<file path="config.mk">
export PLATFORM = sky130hd
export DESIGN_NAME = source_byte_tokenizer
export DESIGN_NICKNAME = d
export VERILOG_FILES = /design/src/hdl/sbt_pkg.sv /design/src/hdl/source_byte_tokenizer.sv
export SDC_FILE = /design/constraint.sdc
export NUM_CORES = 2
export LEC_CHECK = 0
export ABC_AREA = 1
export BUFFER_PORTS_ARGS = -buffer_cell sky130_fd_sc_hd__buf_4
export CELL_PAD_IN_SITES_DETAIL_PLACEMENT = 0
export CELL_PAD_IN_SITES_GLOBAL_PLACEMENT = 2
export CORE_ASPECT_RATIO = 0.5
export CORE_MARGIN = 4
export CORE_UTILIZATION = 36
export DETAILED_ROUTE_END_ITERATION = 6
export PLACE_DENSITY = 0.85
export SYNTH_ARGS = -nofsm -noshare
export SYNTH_HDL_FRONTEND = slang
export SYNTH_SLANG_ARGS = --single-unit
</file>
<file path="constraint.sdc">
create_clock -name clk -period 11.6 [get_ports clk]
set_input_delay 1.16 -clock clk [delete_from_list [all_inputs] [get_ports clk]]
set_output_delay 1.16 -clock clk [all_outputs]
set_load 0.01 [all_outputs]
</file>
<file path="src/hdl/sbt_pkg.sv">
// Package: shared types, kind codes and character helpers for the byte tokenizer.
`timescale 1ns / 1ps
package sbt_pkg;

  localparam int PosBits = 32;
  localparam int KwMaxLen = 9;
  localparam int LenBits = 4;
  localparam int KindBits = 7;
  localparam int OffBits = 32;

  typedef enum logic [4:0] {
    M_IDLE, M_OP, M_WORD, M_ZERO, M_DEC, M_FRAC, M_EXPSIGN, M_EXPDIG,
    M_BIN, M_OCT, M_HEX, M_STR, M_CHOPEN, M_CHESC, M_CHCLOSE
  } mode_t;

  typedef logic [KindBits-1:0] kind_t;

  localparam kind_t K_INT = 7'd63;
  localparam kind_t K_BIN = 7'd64;
  localparam kind_t K_HEX = 7'd65;
  localparam kind_t K_OCT = 7'd66;
  localparam kind_t K_INVALID = 7'd67;
  localparam kind_t K_REAL = 7'd77;
  localparam kind_t K_SCI = 7'd78;
  localparam kind_t K_STR = 7'd85;
  localparam kind_t K_CHAR = 7'd47;
  localparam kind_t K_ID = 7'd59;
  localparam kind_t K_EOF = 7'd53;
  localparam kind_t K_NONE = 7'd127;

  typedef struct packed {
    kind_t                kind;
    logic [OffBits-1:0]   start;
    logic [OffBits-1:0]   stop;
    logic                 last;
  } tok_t;

  function automatic logic is_digit(input logic [7:0] b);
    return b >= "0" && b <= "9";
  endfunction

  function automatic logic is_alpha(input logic [7:0] b);
    return (b >= "a" && b <= "z") || (b >= "A" && b <= "Z");
  endfunction

  function automatic logic is_word(input logic [7:0] b);
    return is_alpha(b) || is_digit(b) || b == "_";
  endfunction

  function automatic logic is_hex(input logic [7:0] b);
    return is_digit(b) || (b >= "a" && b <= "f") || (b >= "A" && b <= "F");
  endfunction

  function automatic logic is_space(input logic [7:0] b);
    return b == " " || (b >= 8'd9 && b <= 8'd13);
  endfunction

  function automatic kind_t lone_kind(input logic [7:0] b);
    case (b)
      ".": return 7'd12;  ":": return 7'd13;  ";": return 7'd37;
      ",": return 7'd35;  "(": return 7'd31;  ")": return 7'd32;
      "{": return 7'd33;  "}": return 7'd34;  "[": return 7'd29;
      "]": return 7'd30;  "~": return 7'd23;  "|": return 7'd24;
      "#": return 7'd25;  "?": return 7'd26;  8'h5c: return 7'd27;
      "&": return 7'd28;  "^": return 7'd38;  "$": return 7'd39;
      "@": return 7'd40;
      default: return K_NONE;
    endcase
  endfunction

  function automatic kind_t op_single(input logic [7:0] b);
    case (b)
      "+": return 7'd0;   "-": return 7'd9;   "*": return 7'd14;
      "/": return 7'd16;  "%": return 7'd18;  "<": return 7'd3;
      ">": return 7'd5;   "=": return 7'd20;  "!": return 7'd7;
      default: return K_NONE;
    endcase
  endfunction

  function automatic kind_t op_pair(input logic [7:0] a, input logic [7:0] b);
    kind_t k;
    k = K_NONE;
    if (a == "+") begin
      k = (b == "=") ? 7'd1 : ((b == "+") ? 7'd2 : K_NONE);
    end else if (a == "-") begin
      k = (b == ">") ? 7'd10 : ((b == "=") ? 7'd11 : K_NONE);
    end else if (a == "=") begin
      k = (b == ">") ? 7'd21 : ((b == "=") ? 7'd22 : K_NONE);
    end else if (b == "=") begin
      case (a)
        "*": k = 7'd15;  "/": k = 7'd17;  "%": k = 7'd19;
        "<": k = 7'd4;   ">": k = 7'd6;   "!": k = 7'd8;
        default: k = K_NONE;
      endcase
    end
    return k;
  endfunction

  // Keyword lookup on the 9-byte prefix, left-aligned, unused bytes masked.
  function automatic kind_t word_kind(input logic [KwMaxLen*8-1:0] pfx,
                                      input logic [LenBits-1:0] len);
    logic [KwMaxLen*8-1:0] w;
    kind_t k;
    w = '0;
    for (int i = 0; i < KwMaxLen; i++) begin
      if (i < int'(len)) w[(KwMaxLen-1-i)*8 +: 8] = pfx[i*8 +: 8];
    end
    k = K_ID;
    if (int'(len) <= KwMaxLen) begin
      case (w)
        {"and", 48'd0}: k = 7'd42;        {"as", 56'd0}: k = 7'd43;
        {"bool", 40'd0}: k = 7'd44;       {"break", 32'd0}: k = 7'd45;
        {"catch", 32'd0}: k = 7'd46;      {"const", 32'd0}: k = 7'd49;
        {"continue", 8'd0}: k = 7'd50;    {"else", 40'd0}: k = 7'd51;
        {"enum", 40'd0}: k = 7'd52;       {"error", 32'd0}: k = 7'd54;
        {"extern", 24'd0}: k = 7'd55;     {"false", 32'd0}: k = 7'd56;
        {"fn", 56'd0}: k = 7'd57;         {"for", 48'd0}: k = 7'd58;
        {"if", 56'd0}: k = 7'd60;         {"in", 56'd0}: k = 7'd61;
        {"inline", 24'd0}: k = 7'd62;     {"is", 56'd0}: k = 7'd68;
        {"let", 48'd0}: k = 7'd69;        {"match", 32'd0}: k = 7'd70;
        {"mod", 48'd0}: k = 7'd71;        {"newtype", 16'd0}: k = 7'd72;
        {"not", 48'd0}: k = 7'd73;        {"null", 40'd0}: k = 7'd74;
        {"or", 56'd0}: k = 7'd75;         {"private", 16'd0}: k = 7'd76;
        {"ref", 48'd0}: k = 7'd79;        {"return", 24'd0}: k = 7'd80;
        {"self", 40'd0}: k = 7'd82;       {"Self", 40'd0}: k = 7'd81;
        {"static", 24'd0}: k = 7'd84;     {"struct", 24'd0}: k = 7'd86;
        {"test", 40'd0}: k = 7'd87;       {"true", 40'd0}: k = 7'd88;
        {"typealias"}: k = 7'd89;         {"union", 32'd0}: k = 7'd90;
        {"use", 48'd0}: k = 7'd91;        {"when", 40'd0}: k = 7'd92;
        {"while", 32'd0}: k = 7'd93;
        default: k = K_ID;
      endcase
    end
    return k;
  endfunction

endpackage

</file>
<file path="src/hdl/source_byte_tokenizer.sv">
// Source byte tokenizer: byte-at-a-time lexer emitting kind/offset token transfers.
//
// One source byte is taken per transfer and the block can accept a new byte every
// clock cycle. The scanner state advances in the same cycle a byte is accepted, and
// the up to three tokens that byte completes (a flushed pending token, a token of
// the byte itself, and end-of-file on a byte marked final_byte) are written into a
// four-entry result queue. Tokens leave one per cycle while out_stall is low, so
// the sustained rate is one byte per cycle while each byte yields at most one
// token; bytes that complete several tokens at once (final byte, an operator
// followed by punctuation) hold up later bytes, and in_stall rises while the queue
// lacks room for three entries. Offsets are byte positions from the start of the
// source, with end_offset one past the last byte; after the end-of-file token
// (end_of_run high) the position returns to zero for the next source.
`timescale 1ns / 1ps
module source_byte_tokenizer
  import sbt_pkg::*;
(
  input  logic                clk,
  input  logic                rst,
  input  logic                in_valid,
  output logic                in_stall,
  input  logic [7:0]          source_byte,
  input  logic                final_byte,
  output logic                out_valid,
  input  logic                out_stall,
  output logic [KindBits-1:0] token_kind,
  output logic [OffBits-1:0]  start_offset,
  output logic [OffBits-1:0]  end_offset,
  output logic                end_of_run
);

  localparam int QDepth = 4;
  localparam int QIdx = 2;

  // scanner state
  mode_t                  scan_mode, scan_mode_next;
  logic [PosBits-1:0]     byte_position;
  logic [PosBits-1:0]     token_start, token_start_next;
  logic [7:0]             word_prefix [KwMaxLen];
  logic [LenBits-1:0]     word_length, word_length_next;
  logic [7:0]             held_first_byte, held_first_byte_next;
  logic                   escape_pending, escape_pending_next;

  // result queue
  tok_t                   q_mem [QDepth];
  logic [QIdx-1:0]        rd_ptr, wr_ptr;
  logic [QIdx:0]          q_count;

  tok_t                   res [3];
  logic [1:0]             n_res;
  logic                   in_xfer, out_xfer;
  logic [KwMaxLen*8-1:0]  pfx_flat;
  logic                   pfx_wr;
  logic [LenBits-1:0]     pfx_idx;

  assign in_xfer   = in_valid && !in_stall;
  assign out_valid = q_count != '0;
  assign out_xfer  = out_valid && !out_stall;
  assign in_stall  = q_count > (QIdx+1)'(QDepth - 3);

  always_comb begin
    for (int i = 0; i < KwMaxLen; i++) pfx_flat[i*8 +: 8] = word_prefix[i];
  end

  // Per-byte scan: extend pending token, else start a new one, then final flush.
  always_comb begin
    logic [PosBits-1:0] p, p1;
    logic               take, ext, fl;
    kind_t              k, pk;
    tok_t               t;
    scan_mode_next       = scan_mode;
    token_start_next     = token_start;
    word_length_next     = word_length;
    held_first_byte_next = held_first_byte;
    escape_pending_next  = escape_pending;
    pfx_wr  = 1'b0;
    pfx_idx = word_length;
    n_res   = '0;
    for (int i = 0; i < 3; i++) res[i] = '0;
    p  = byte_position;
    p1 = p + 1'b1;
    take = 1'b0;
    ext  = 1'b0;
    fl   = 1'b0;
    case (scan_mode)
      M_OP:      pk = (op_single(held_first_byte) == K_NONE) ? K_INVALID
                                                           : op_single(held_first_byte);
      M_WORD:    pk = word_kind(pfx_flat, word_length);
      M_ZERO, M_DEC: pk = K_INT;
      M_FRAC:    pk = K_REAL;
      M_EXPSIGN, M_EXPDIG: pk = K_SCI;
      M_BIN:     pk = K_BIN;
      M_OCT:     pk = K_OCT;
      M_HEX:     pk = K_HEX;
      M_STR:     pk = K_STR;
      default:   pk = K_CHAR;
    endcase
    t.kind  = '0;
    t.start = OffBits'(token_start);
    t.stop  = OffBits'(p1);
    t.last  = 1'b0;
    k = K_NONE;
    case (scan_mode)
      M_IDLE: ext = 1'b0;
      M_OP: begin
        k = op_pair(held_first_byte, source_byte);
        if (k != K_NONE) begin
          ext = 1'b1; t.kind = k; res[0] = t; n_res = 2'd1;
          scan_mode_next = M_IDLE;
        end else fl = 1'b1;
      end
      M_WORD: begin
        if (is_word(source_byte)) begin
          ext = 1'b1;
          pfx_wr = word_length < LenBits'(KwMaxLen);
          if (word_length <= LenBits'(KwMaxLen)) word_length_next = word_length + 1'b1;
        end else fl = 1'b1;
      end
      M_ZERO: begin
        take = 1'b1;
        if (source_byte == "b" || source_byte == "B") scan_mode_next = M_BIN;
        else if (source_byte == "o" || source_byte == "O") scan_mode_next = M_OCT;
        else if (source_byte == "x" || source_byte == "X") scan_mode_next = M_HEX;
        else if (is_digit(source_byte)) scan_mode_next = M_DEC;
        else if (source_byte == ".") scan_mode_next = M_FRAC;
        else take = 1'b0;
        ext = take; fl = !take;
      end
      M_DEC: begin
        if (is_digit(source_byte)) take = 1'b1;
        else if (source_byte == ".") begin scan_mode_next = M_FRAC; take = 1'b1; end
        ext = take; fl = !take;
      end
      M_FRAC: begin
        if (is_digit(source_byte)) take = 1'b1;
        else if (source_byte == "e" || source_byte == "E") begin
          scan_mode_next = M_EXPSIGN; take = 1'b1;
        end
        ext = take; fl = !take;
      end
      M_EXPSIGN: begin
        if (source_byte == "+" || source_byte == "-" || is_digit(source_byte)) begin
          scan_mode_next = M_EXPDIG; take = 1'b1;
        end
        ext = take; fl = !take;
      end
      M_EXPDIG: begin ext = is_digit(source_byte); fl = !ext; end
      M_BIN: begin ext = source_byte == "0" || source_byte == "1"; fl = !ext; end
      M_OCT: begin ext = source_byte >= "0" && source_byte <= "7"; fl = !ext; end
      M_HEX: begin ext = is_hex(source_byte); fl = !ext; end
      M_STR: begin
        ext = 1'b1;
        if (escape_pending) escape_pending_next = 1'b0;
        else if (source_byte == 8'h5c) escape_pending_next = 1'b1;
        else if (source_byte == "\"") begin
          t.kind = K_STR; res[0] = t; n_res = 2'd1; scan_mode_next = M_IDLE;
        end
      end
      M_CHOPEN: begin
        ext = 1'b1;
        scan_mode_next = (source_byte == 8'h5c) ? M_CHESC : M_CHCLOSE;
      end
      M_CHESC: begin ext = 1'b1; scan_mode_next = M_CHCLOSE; end
      default: begin
        if (source_byte == "'") begin
          ext = 1'b1; t.kind = K_CHAR; res[0] = t; n_res = 2'd1;
          scan_mode_next = M_IDLE;
        end else fl = 1'b1;
      end
    endcase
    if (fl) begin
      // pending token ends before this byte
      t.kind = pk; t.stop = OffBits'(p);
      res[0] = t; n_res = 2'd1;
      scan_mode_next = M_IDLE;
    end
    if (!ext) begin
      token_start_next    = p;
      escape_pending_next = 1'b0;
      t.start = OffBits'(p);
      t.stop  = OffBits'(p1);
      t.kind  = lone_kind(source_byte);
      if (is_space(source_byte)) begin
      end else if (t.kind != K_NONE) begin
        res[n_res] = t; n_res = n_res + 1'b1;
      end else if (op_single(source_byte) != K_NONE) begin
        held_first_byte_next = source_byte; scan_mode_next = M_OP;
      end else if (source_byte == "\"") begin
        scan_mode_next = M_STR;
      end else if (source_byte == "'") begin
        scan_mode_next = M_CHOPEN;
      end else if (is_alpha(source_byte) || source_byte == "_") begin
        pfx_wr = 1'b1; pfx_idx = '0;
        word_length_next = LenBits'(1); scan_mode_next = M_WORD;
      end else if (source_byte == "0") begin
        scan_mode_next = M_ZERO;
      end else if (is_digit(source_byte)) begin
        scan_mode_next = M_DEC;
      end else begin
        t.kind = K_INVALID; res[n_res] = t; n_res = n_res + 1'b1;
      end
    end
    if (final_byte) begin
      if (scan_mode_next != M_IDLE) begin
        // kind of whatever is still pending after this byte
        case (scan_mode_next)
          M_OP: pk = (op_single(held_first_byte_next) == K_NONE) ? K_INVALID
                                                              : op_single(held_first_byte_next);
          M_WORD: begin
            if (pfx_idx == '0 && !ext) pk = (source_byte == "_") ? K_ID
                          : word_kind({64'd0, source_byte}, LenBits'(1));
            else pk = word_kind(pfx_wr ? (pfx_flat & ~({{(KwMaxLen*8-8){1'b0}}, 8'hff}
                          << (8*int'(pfx_idx)))) | ({{(KwMaxLen*8-8){1'b0}}, source_byte}
                          << (8*int'(pfx_idx))) : pfx_flat, word_length_next);
          end
          M_ZERO, M_DEC: pk = K_INT;
          M_FRAC:    pk = K_REAL;
          M_EXPSIGN, M_EXPDIG: pk = K_SCI;
          M_BIN:     pk = K_BIN;
          M_OCT:     pk = K_OCT;
          M_HEX:     pk = K_HEX;
          M_STR:     pk = K_STR;
          default:   pk = K_CHAR;
        endcase
        t.kind  = pk;
        t.start = OffBits'(token_start_next);
        t.stop  = OffBits'(p1);
        t.last  = 1'b0;
        res[n_res] = t; n_res = n_res + 1'b1;
      end
      t.kind = K_EOF; t.start = OffBits'(p1); t.stop = OffBits'(p1); t.last = 1'b1;
      res[n_res] = t; n_res = n_res + 1'b1;
    end
  end

  always_ff @(posedge clk) begin
    if (rst) begin
      scan_mode       <= M_IDLE;
      byte_position   <= '0;
      token_start     <= '0;
      word_length     <= '0;
      held_first_byte <= '0;
      escape_pending  <= 1'b0;
    end else if (in_xfer) begin
      if (final_byte) begin
        scan_mode       <= M_IDLE;
        byte_position   <= '0;
        token_start     <= '0;
        word_length     <= '0;
        held_first_byte <= '0;
        escape_pending  <= 1'b0;
      end else begin
        scan_mode       <= scan_mode_next;
        byte_position   <= byte_position + 1'b1;
        token_start     <= token_start_next;
        word_length     <= word_length_next;
        held_first_byte <= held_first_byte_next;
        escape_pending  <= escape_pending_next;
      end
    end
  end

  // prefix bytes: payload only, never read before written
  always_ff @(posedge clk) begin
    if (in_xfer && pfx_wr && !final_byte) begin
      word_prefix[pfx_idx] <= source_byte;
    end
  end

  // result queue
  always_ff @(posedge clk) begin
    if (in_xfer) begin
      for (int i = 0; i < 3; i++) begin
        if (2'(i) < n_res) q_mem[wr_ptr + QIdx'(i)] <= res[i];
      end
    end
  end

  always_ff @(posedge clk) begin
    if (rst) begin
      rd_ptr  <= '0;
      wr_ptr  <= '0;
      q_count <= '0;
    end else begin
      if (in_xfer) wr_ptr <= wr_ptr + QIdx'(n_res);
      if (out_xfer) rd_ptr <= rd_ptr + 1'b1;
      q_count <= q_count + (in_xfer ? (QIdx+1)'(n_res) : '0) - (QIdx+1)'(out_xfer);
    end
  end

  assign token_kind   = q_mem[rd_ptr].kind;
  assign start_offset = q_mem[rd_ptr].start;
  assign end_offset   = q_mem[rd_ptr].stop;
  assign end_of_run   = q_mem[rd_ptr].last;

`ifndef SYNTHESIS
  a_qbound: assert property (@(posedge clk) disable iff (rst)
    q_count <= (QIdx+1)'(QDepth)) else $error("result queue overflow");
  a_fin_eof: assert property (@(posedge clk) disable iff (rst)
    in_xfer && final_byte |=> q_count != '0) else $error("final byte gave no result");
  a_fin_rst: assert property (@(posedge clk) disable iff (rst)
    in_xfer && final_byte |=> byte_position == '0 && scan_mode == M_IDLE)
    else $error("state not cleared after final byte");
  a_stall: assert property (@(posedge clk) disable iff (rst)
    q_count > (QIdx+1)'(1) |-> in_stall) else $error("accepting without queue room");
`endif

endmodule

</file>
== Yosys cells after proc, flatten, opt, wreduce, memory -nomap -nowiden ==
Memories as Yosys holds them, arrays and structs flattened. A register that Yosys moved wholly into a read port is not among the register bits.
Cells that the tools add are included.

* $add $sub $neg: 11
* Multiply operators: 0
* Div/mod/pow operators: 0
* Magnitude comparators: 43
* Eq/ne operators: 168
* Shift operators: 2
* Multiplexer cells: 248
* Bitwise operators: 6
* Reduce and logical (&&, ||, !) cells: 54

{| class="wikitable"
|+ Operators with widths
! operator !! number
|-
| equality test 72 x 71 -> 1 bit (second input constant) || 78
|-
| two-way mux 216 bit || 12
|-
| bitwise mux 216 bit || 4
|-
| two-way mux 72 bit || 9
|-
| one-hot mux 7 bit (39 select lines) || 2
|-
| two-way mux 8 bit || 68
|-
| demux 72 bit (select 2 bit) || 3
|-
| equality test 8 x 6 -> 1 bit (second input constant) || 42
|-
| one-hot mux 7 bit (9 select lines) || 5
|-
| one-hot mux 72 bit (3 select lines) || 1
|-
| two-way mux 7 bit || 26
|-
| equality test 8 x 7 -> 1 bit (second input constant) || 18
|-
| one-hot mux 7 bit (19 select lines) || 1
|-
| two-way mux 5 bit || 25
|-
| two-way mux 32 bit || 3
|-
| AND 72 bit || 1
|-
| two-way mux 4 bit || 18
|-
| NOT 72 bit || 1
|-
| bitwise OR 72 bit || 1
|-
| left shift 8 x 7 -> 72 bit || 1
|-
| left shift 8 x 7 -> 72 bit (first input constant) || 1
|-
| two-way mux 71 bit || 1
|-
| equality test 5 x 4 -> 1 bit (second input constant) || 10
|-
| two-way mux 1 bit || 48
|-
| other kinds (50) || 153
|}

* Register bits after elaboration: 89
* Latch bits: 0
* Bits in writable memories: 360
* Bits in read-only memories: 0
* Output and inout bits: 74
* Memories kept: 2

{| class="wikitable"
|+ Memories
! memory !! depth !! width !! read ports !! clocked after memory_dff !! wr ports !! line !! RTL
|-
| q_mem || 4 || 72 || 1 || 1 || 3 || source_byte_tokenizer.sv:45 || <nowiki>tok_t q_mem [QDepth];</nowiki>
|-
| word_prefix || 9 || 8 || 9 || 0 || 1 || source_byte_tokenizer.sv:39 || <nowiki>logic [7:0] word_prefix [KwMaxLen];</nowiki>
|}

== Longest topological paths before layout ==
* Depth in word-level cells: 42
* Mapped depth: 44
* Gate-level depth less buffers: 40

== Worst setup path after synthesis ==
No wires, ideal clock.

* Kind: input to register
* Start: in source_byte[5]
* End: mem q_mem[0][0] (netlist bit) (enable)
* Data arrival time: 10.139 ns
* Required time: 10.998 ns
* Slack: 0.859 ns
* Cell stages on the path: 30
* Path buffers: 4
* Cells stage by stage: buf_2 nand2_2 nor2_4 nand2_1 nand2_1 nand2_4 buf_6 nand3_1 o21ai_0 nor4b_1 nand3_1 inv_2 nor2_1 nor2_2 inv_2 clkbuf_1 clkbuf_1 ha_1 o21ai_0 o22ai_1 nand2_1 nand2_1 ha_1 nand2_1 o21ai_0 ha_1 o21ai_1 inv_1 o21ai_0 o21ai_0

{| class="wikitable"
|+ RTL lines
! what !! line !! RTL
|-
| start, declared || source_byte_tokenizer.sv:22 || <nowiki>input logic [7:0] source_byte,</nowiki>
|-
| end, declared || source_byte_tokenizer.sv:45 ||
|}

==> impl_metrics.tcl <==
set metrics [dict create \
    grt_pass1_vias 36550 \
    die_x_um 456 \
    yosysMostFrequentCell "nand2_1" \
    syn2layout_area_growth_pct 8.73 \
    vias 40205 \
    gp_congestion 1.02 \
    grt_max_degree 75 \
    dp_hpwl_mm 121 \
    initial_core_util 0.366 \
    arrival_ns 9.66 \
    path_buf_inv 11 \
    synth_cells 5460 \
    worst_slew_pin_slew_ns 1.19 \
    clockRootBuffer "clkbuf_16" \
    dp_slack_ns 1.68 \
    ys_top_cells_by_count "nand2_1, nor2_1, inv_1" \
    drc 0 \
    tns_ns 0 \
    drt-initial-drc-count 4944 \
    core_area_mm2 0.0985 \
    critical_path.top_delay_family "buffers and inverters" \
    reg2reg_from "scan_mode[0]" \
    finalSetupViolations 0 \
    post_cts.repair.setup_buffers 0 \
    cts_tree "done" \
    synthArstFlopShare 0 \
    min_period_ns 9.44 \
    drtAntennaViolNets 0 \
    vdd_drop_max_mv 0.103 \
    routed_via_density 5.97 \
    grt_use_met3 0.0473 \
    post-route-period-util 0.814 \
    slowest_stage "buf_4" \
    synthTopCellsByArea "edfxtp_1, nand2_1, nor2_1" \
    path_clk_slew_ns 0.06 \
    grtUsageMet2 0.483 \
    max_cap_viol_count 0 \
    grt_pass1_wl_mm 248 \
    power_leakage_nw 14.4 \
    max_stage_delay_ns 0.90 \
    cts_sinks 451 \
    syn-cell-area_mm2 0.0361 \
    crit_top_cell "inv_2" \
    yosysTopAreaCellShare 0.300 \
    syn-num-nets 5489 \
    postCtsResizedCells 0 \
    skew_ns 0.0384 \
    place.port_buffers 86 \
    ys_seq_area_frac 0.350 \
    yosysTopAreaCell "edfxtp_1" \
    numCtsBuffers 45 \
    yosys_warnings 0 \
    insertion_delay_ns 0.63 \
    hold_slack_ns 0.462 \
    nNetsFinal 5396 \
    cp_max_fo 55 \
    hold_violations 0 \
    firstDrtPassIters 6 \
    hold_path_class "reg -> reg" \
    synth_edf_count 360 \
    drt_wl_total_mm 171 \
    grt_use_met1 0.436 \
    fin_ws_ns 2.16 \
    crit_type "in -> reg" \
    cts_buffer_depth 3 \
    hold_start "rd_ptr[1]" \
    slew_viol_final 0 \
    slew_headroom 0.206 \
    cp-start-kind "input port" \
    htreeDepth 2 \
    timing.fmax_mhz 106 \
    grt_usage 0.308 \
    io_pins 87 \
    syn_area_per_cell_um2 6.61 \
    startpoint "source_byte[4]" \
    crit_required_ns 11.81 \
    synth_top_flop_cell "edfxtp_1" \
    wl_per_cell_um 25.4 \
    rsz0062_at_grt "no" \
    busiest_layer "met2" \
    power_mw 5.77 \
    postCtsHoldBufs 0 \
    row_count 81 \
    status "complete, no violations" \
    worst_setup_path_end_kind "flip-flop" \
    die_area_mm2 0.106 \
    drive_above_1_share 0.0750 \
    die_y_um 232 \
    overflow 0 \
    ys_types 69 \
    powerDensity_mw_per_mm2 147 \
    antenna_found_initial 2 \
    yosys_register_bits 451 \
]
## kinds of logic after synthesis
logic type / synth area share
AND/OR/NAND/NOR: 0.372
buffers and inverters: 0.0915
flip-flops: 0.350
AO/OA/AOI/OAI: 0.176
multiplexers: 0.000277
adder cells (fa/ha/maj): 0.00576
XOR/XNOR: 0.00482
## tightest hold or removal path: cells and delay by family (launching register included)
kind / cells / cell delay [ns]
buf+inv: 1 / 0.05
compound gates: 1 / 0.07
flops: 1 / 0.30
## routing by layer
layer	up-vias	routed length (um)
li1	18404	-
met4	2	5870
met3	274	15700
met2	2172	75000
met5	-	13
met1	19353	74600
## flip-flops by register name, summed over array words and instances, names as in the netlist, named ones only
| name | count |
|---|---|
| q_mem | 288 |
| word_prefix | 72 |
| byte_position | 32 |
| token_start | 32 |
| held_first_byte | 8 |
| scan_mode | 5 |
| word_length | 4 |
| q_count | 3 |
| rd_ptr | 2 |
| wr_ptr | 2 |
| escape_pending | 1 |
## power by group
part	total (mW)	switching, mW	internal [mW]
combinational	2.10	1.58	0.525
sequential	2.10	0.0736	2.03
clock	1.56	0.723	0.842
## placed cells by master, fill, tap and decap left out, drive strengths merged, types with 47 or more instances in the layout
cell type / n
a21oi: 139
a22oi: 68
buf: 140
clkbuf: 55
dfxtp: 91
edfxtp: 360
inv: 539
nand2: 1579
nand3: 397
nand4: 103
nor2: 855
nor3: 133
nor4: 47
o211ai: 81
o21ai: 380
o221ai: 165
o22ai: 98
## layout make-up
cell class / instances / area [um2]
Clock buffer: 55 / 1200
Fill cell: 10529 / 59300
Inverter: 546 / 2050
Tap cell: 1328 / 1660
Sequential cell: 451 / 12600
Antenna cell: 1 / 2.50
Clock inverter: 28 / 305
Timing Repair Buffer: 140 / 1090
Multi-Input combinational cell: 4183 / 20300
## path summary, 6_finish.rpt
| path | cells past startpoint | to | slack [ns] |
|---|---|---|---|
| setup / recovery | 35 | q_mem[0][70] | 2.16 |
| hold / removal | 2 | flip-flop | 0.46 |
| setup reg to reg | 34 | q_mem[0][70] | 2.92 |
| hold reg to reg | 2 | flip-flop | 0.46 |
## per-stage QoR
| stage | cells | area, um2 | util |
|---|---|---|---|
| floorplan | 5460 | 36100 | - |
| global placement | 6648 | 37700 | 0.383 |
| detailed placement | 6648 | 37700 | 0.383 |
| CTS | 6731 | 39200 | 0.398 |
| global route | 6732 | 39200 | 0.398 |
| finish | 6732 | 39200 | 0.398 |
(Power assumes the default switching activity.)
